## src/hdl/pgalloc_ram.sv

```systemverilog
`timescale 1ns / 1ps
// ============================================================================
// pgalloc_ram
// Generic single-port-write, single-port-read RAM with registered read data.
// ============================================================================
module pgalloc_ram #(
    parameter int WIDTH = 8,
    parameter int DEPTH = 32
) (
    input  logic                                       clk,
    input  logic                                       we,
    input  logic [((DEPTH > 1) ? $clog2(DEPTH) : 1)-1:0] waddr,
    input  logic [WIDTH-1:0]                           wdata,
    input  logic [((DEPTH > 1) ? $clog2(DEPTH) : 1)-1:0] raddr,
    output logic [WIDTH-1:0]                           rdata
);

    logic [WIDTH-1:0] mem [DEPTH];

    always_ff @(posedge clk)
    begin
        if (we)
        begin
            mem[waddr] <= wdata;
        end
        rdata <= mem[raddr];
    end

endmodule

```

## config.mk

```make
export PLATFORM = sky130hd
export DESIGN_NAME = pgalloc_ram
export DESIGN_NICKNAME = d
export VERILOG_FILES = /design/src/hdl/pgalloc_ram.sv
export SDC_FILE = /design/constraint.sdc
export NUM_CORES = 1
export LEC_CHECK = 0
export ABC_AREA = 0
export BUFFER_PORTS_ARGS = -buffer_cell sky130_fd_sc_hd__buf_4
export CAP_MARGIN = 40
export CORE_AREA = 2 2 153 155
export CTS_CLUSTER_SIZE = 16
export DETAILED_ROUTE_END_ITERATION = 10
export DIE_AREA = 0 0 155 157
export PLACE_DENSITY = 0.58
export SLEW_MARGIN = 20
export SYNTH_ARGS = -nofsm -noshare
export SYNTH_HDL_FRONTEND = slang
export SYNTH_SLANG_ARGS = --single-unit
```

## constraint.sdc

```tcl
create_clock -name clk -period 2.6 [get_ports clk]
set_input_delay 0.13 -clock clk [delete_from_list [all_inputs] [get_ports clk]]
set_output_delay 0.13 -clock clk [all_outputs]
set_load 0.02 [all_outputs]
```

Yosys cells after proc, flatten, opt, wreduce, memory -nomap -nowiden
Memory sizes are Yosys's and may differ from the RTL's. A register that Yosys moved wholly into a read port is not among the register bits.
Index checks and enable logic that the tools add are counted.
{"block": "totals", "register_bits": 0, "latchBits": 0, "ram_bits": 256, "mem_bits_ro": 0, "output_inout_bits": 8, "elab_cells": 3, "mem_count": 1}
{"name": "mem", "words": 32, "width": 8, "read_ports": 1, "rd_ports_with_merged_regs": 1, "write_ports": 1, "line": "18", "rtl": "logic [WIDTH-1:0] mem [DEPTH];"}
{"block": "classes", "addsub": 0, "multipliers": 0, "div": 0, "magnitude_cmp": 0, "n_eq_ne": 0, "shift": 0, "n_mux": 2, "bitwise": 0, "n_reduce_logical": 0}
{"cell": "$mux W1", "count": 2}

Depth between registers and ports, before layout
{"block": "depth", "ltp_word": 2, "ltp_mapped": 5, "depth_no_buf": 3}

Worst setup path after synthesis
Ideal clock, no wire load.
{"block": "synth_timing", "kind": "input port to flip-flop", "startpoint": "in raddr[2] (netlist bit)", "endpoint": "reg rdata[0], read port of mem", "arrival_time_ps": 1812, "required_ps": 2479, "slack_ps": 668, "path_stages": 5, "cell_sequence": "clkbuf_1 > clkbuf_1 > mux4_2 > mux4_2 > mux2_2"}
{"element": "start: declaration", "line": "14", "rtl": "input logic [((DEPTH > 1) ? $clog2(DEPTH) : 1)-1:0] raddr,"}
{"element": "end: declaration", "line": "15", "rtl": "output logic [WIDTH-1:0] rdata"}

==> impl_metrics.ini <==
[worst_setup_path]
reg2regPathDepth = 3
r2r_start = mem[21][0]
r2r_end = rdata[0]
cp-end-kind = register
critPathArrivalTime_ps = 2230
startpoint_type = register
required_ps = 3000
worstSetupPathDepth = 3
crit_start = mem[21][0]
cp_cell_sequence = mux4_2, mux4_2, mux2_2
rrSetupSlack_ps = 770
cp-endpoint = rdata[0]
slowest_delay_ps = 540
path_common_cell = mux4_2
critPathKind = reg -> reg
cp_max_fo = 1
path_buf_inv = 0
cp_top_family = multiplexers
critical_path.slowest_cell = mux4_2

[power]
switching_power_mw = 1.78
vdd_ir_drop_max_mv = 0.525
p_per_area_nw_per_um2 = 751
pwr-share-comb_pct = 5.6
p_clk_share_pct = 39.9
swShare_pct = 20.4
power_mw = 8.73
leakagePower_nw = 3.70
seq_power_share_pct = 54.5
internal-power_mw = 6.95

[run_status]
outcome = completed

[global_route]
antenna_found_initial = 0
grt_use_total_pct = 17.8
grt_max_degree = 36
grt_pass1_vias = 4709
overflow = 0
grt_first_pass_wirelength_um = 31100

[clock_network]
clk_latency_ps = 510
htreeDepth = 1
cts_root_buf = clkbuf_16
cts_made_buffers = 26
clock-sinks = 264
clk_path_buf_depth = 3
post_cts_resized = 0
cts_tree = built
clk_pin_slew_ps = 60

[logic_synthesis]
synth_area_um2 = 10100
ys_types = 15
syn-num-nets = 437
ys_seq_area_share_pct = 78.1
netlist_instances = 417
syn-mean-instance-area_um2 = 24.1
yosys_warnings = 0
ys_ff_latch = 264

[timing]
fin_crit_sh_pct = 70.4
max_slew_margin_pct = 49.6
slew_viol_final = 0
setup_violations = 0
final-hold-violation-count = 0
fin_crit_ps = 1830
fin_tns_setup_ps = 0
whs_ps = 38.2
grt_setup_unrepaired = false
worst_pin_slew_ps = 753
skew_ps = 6.44
fmax_mhz = 546

[die]
start_util_pct = 44.7
die_x_um = 155
rows = 55
coreArea_um2 = 22500
die-area_um2 = 24300
die_y_um = 157
ios = 28

[layout]
multi_input_area_um2 = 2100
syn_to_final_growth_pct = 15.5
layout_common_cells = edfxtp_1, mux4_2, buf_4
final_common_cell = edfxtp_1
fin_nets = 507
drive_gt1_share_pct = 37.3
fill_cells = 1751
regArea_um2 = 7850
antenna_cells = 0
final_cells = 792
final_util_pct = 51.6

[placement]
post-dp-hpwl_um = 13000
gp_congestion = 0.723
post-place-cells = 743
numPortBuffers = 27

[detailed_routing]
wl_um = 20700
antenna_left = 0
wl_per_cell_um = 26.1
vias_per_cell = 5.64
dr.pass1.iters = 5
num_vias = 4466
drc_errors = 0
drtIter0Drc = 408

[hold_path]
hp-class = in -> reg

[run]
max_cap_viol_count = 0
-- sequential cells by signal (all words and copies together) (netlist names) --
register	flops
rdata	8
mem	256
-- cell type report --
class	count	share of cell area, %
sequential	264	67.6
multi-input combinational	133	18.1
clock buffer	34	6.04
timing repair buffer	62	4.46
tap	285	3.07
clock inverter	14	0.776
-- through the flow --
stage          cell area [um^2]  setup slack (ps)
2_1_floorplan             10100               668
3_3_place_gp              10800               474
3_5_place_dp              10800               460
4_1_cts                   11600               743
5_1_grt                   11600               738
6_report                  11600               770
-- routing by layer --
metal	share of wire, %	vias up	GRT usage [%]
li1	-	1914	-
met3	4.9	22	2.89
met4	1.4	0	3.92
met1	46	2417	26.8
met5	0	-	0
met2	47	113	27.9
-- cell usage after synthesis --
cell type | count | area [um^2]
or3b_2 | 3 | 26.3
buf_4 | 6 | 45.0
buf_6 | 1 | 11.3
nand3_1 | 2 | 10.0
dfxtp_1 | 8 | 160
edfxtp_1 | 256 | 7690
mux2_2 | 8 | 90.1
nand2_1 | 1 | 3.75
mux4_2 | 80 | 1800
buf_2 | 1 | 5.00
nand3b_1 | 5 | 37.5
or3_1 | 1 | 6.26
clkbuf_1 | 6 | 22.5
nor2_1 | 33 | 124
buf_1 | 6 | 22.5
-- kinds of logic after synthesis --
group                  Yosys count  share of synthesized area [%]
buffers and inverters           20                           1.06
DFF                            264                           78.1
muxes                           88                           18.8
and+or+nand+nor                 45                           2.07
-- power by group through the flow --
stage	Combinational, mW	Clock (mW)	Sequential, mW
floorplan	0.252	0	4.86
global placement	0.487	0	4.85
detailed placement	0.500	0	4.85
CTS	0.502	3.55	4.76
global route	0.523	3.74	4.76
finish	0.488	3.48	4.76
-- worst register-to-register path, cell delays in order, from the launching register on --
cell	delay (ps)
edfxtp_1	360
mux4_2	520
mux4_2	540
mux2_2	290
-- worst min path at each step --
stage	startpoint	end	slack [ps]	depth (start not counted)
final	wdata[2]	mem[17][2]	40	1
after global routing	wdata[2]	mem[17][2]	50	1
after CTS	wdata[6]	mem[16][6]	40	1
after detailed placement	raddr[3]	rdata[4]	530	2
after global placement	raddr[3]	rdata[5]	520	2
after floorplan	wdata[0]	mem[0][0]	230	0
-- what timing repair did --
action,in CTS,in global routing
setup buffers,0,0
endpoints found under the hold margin,8,0
hold buffers,1,0
No activity file was read; power rests on OpenSTA's default activity.
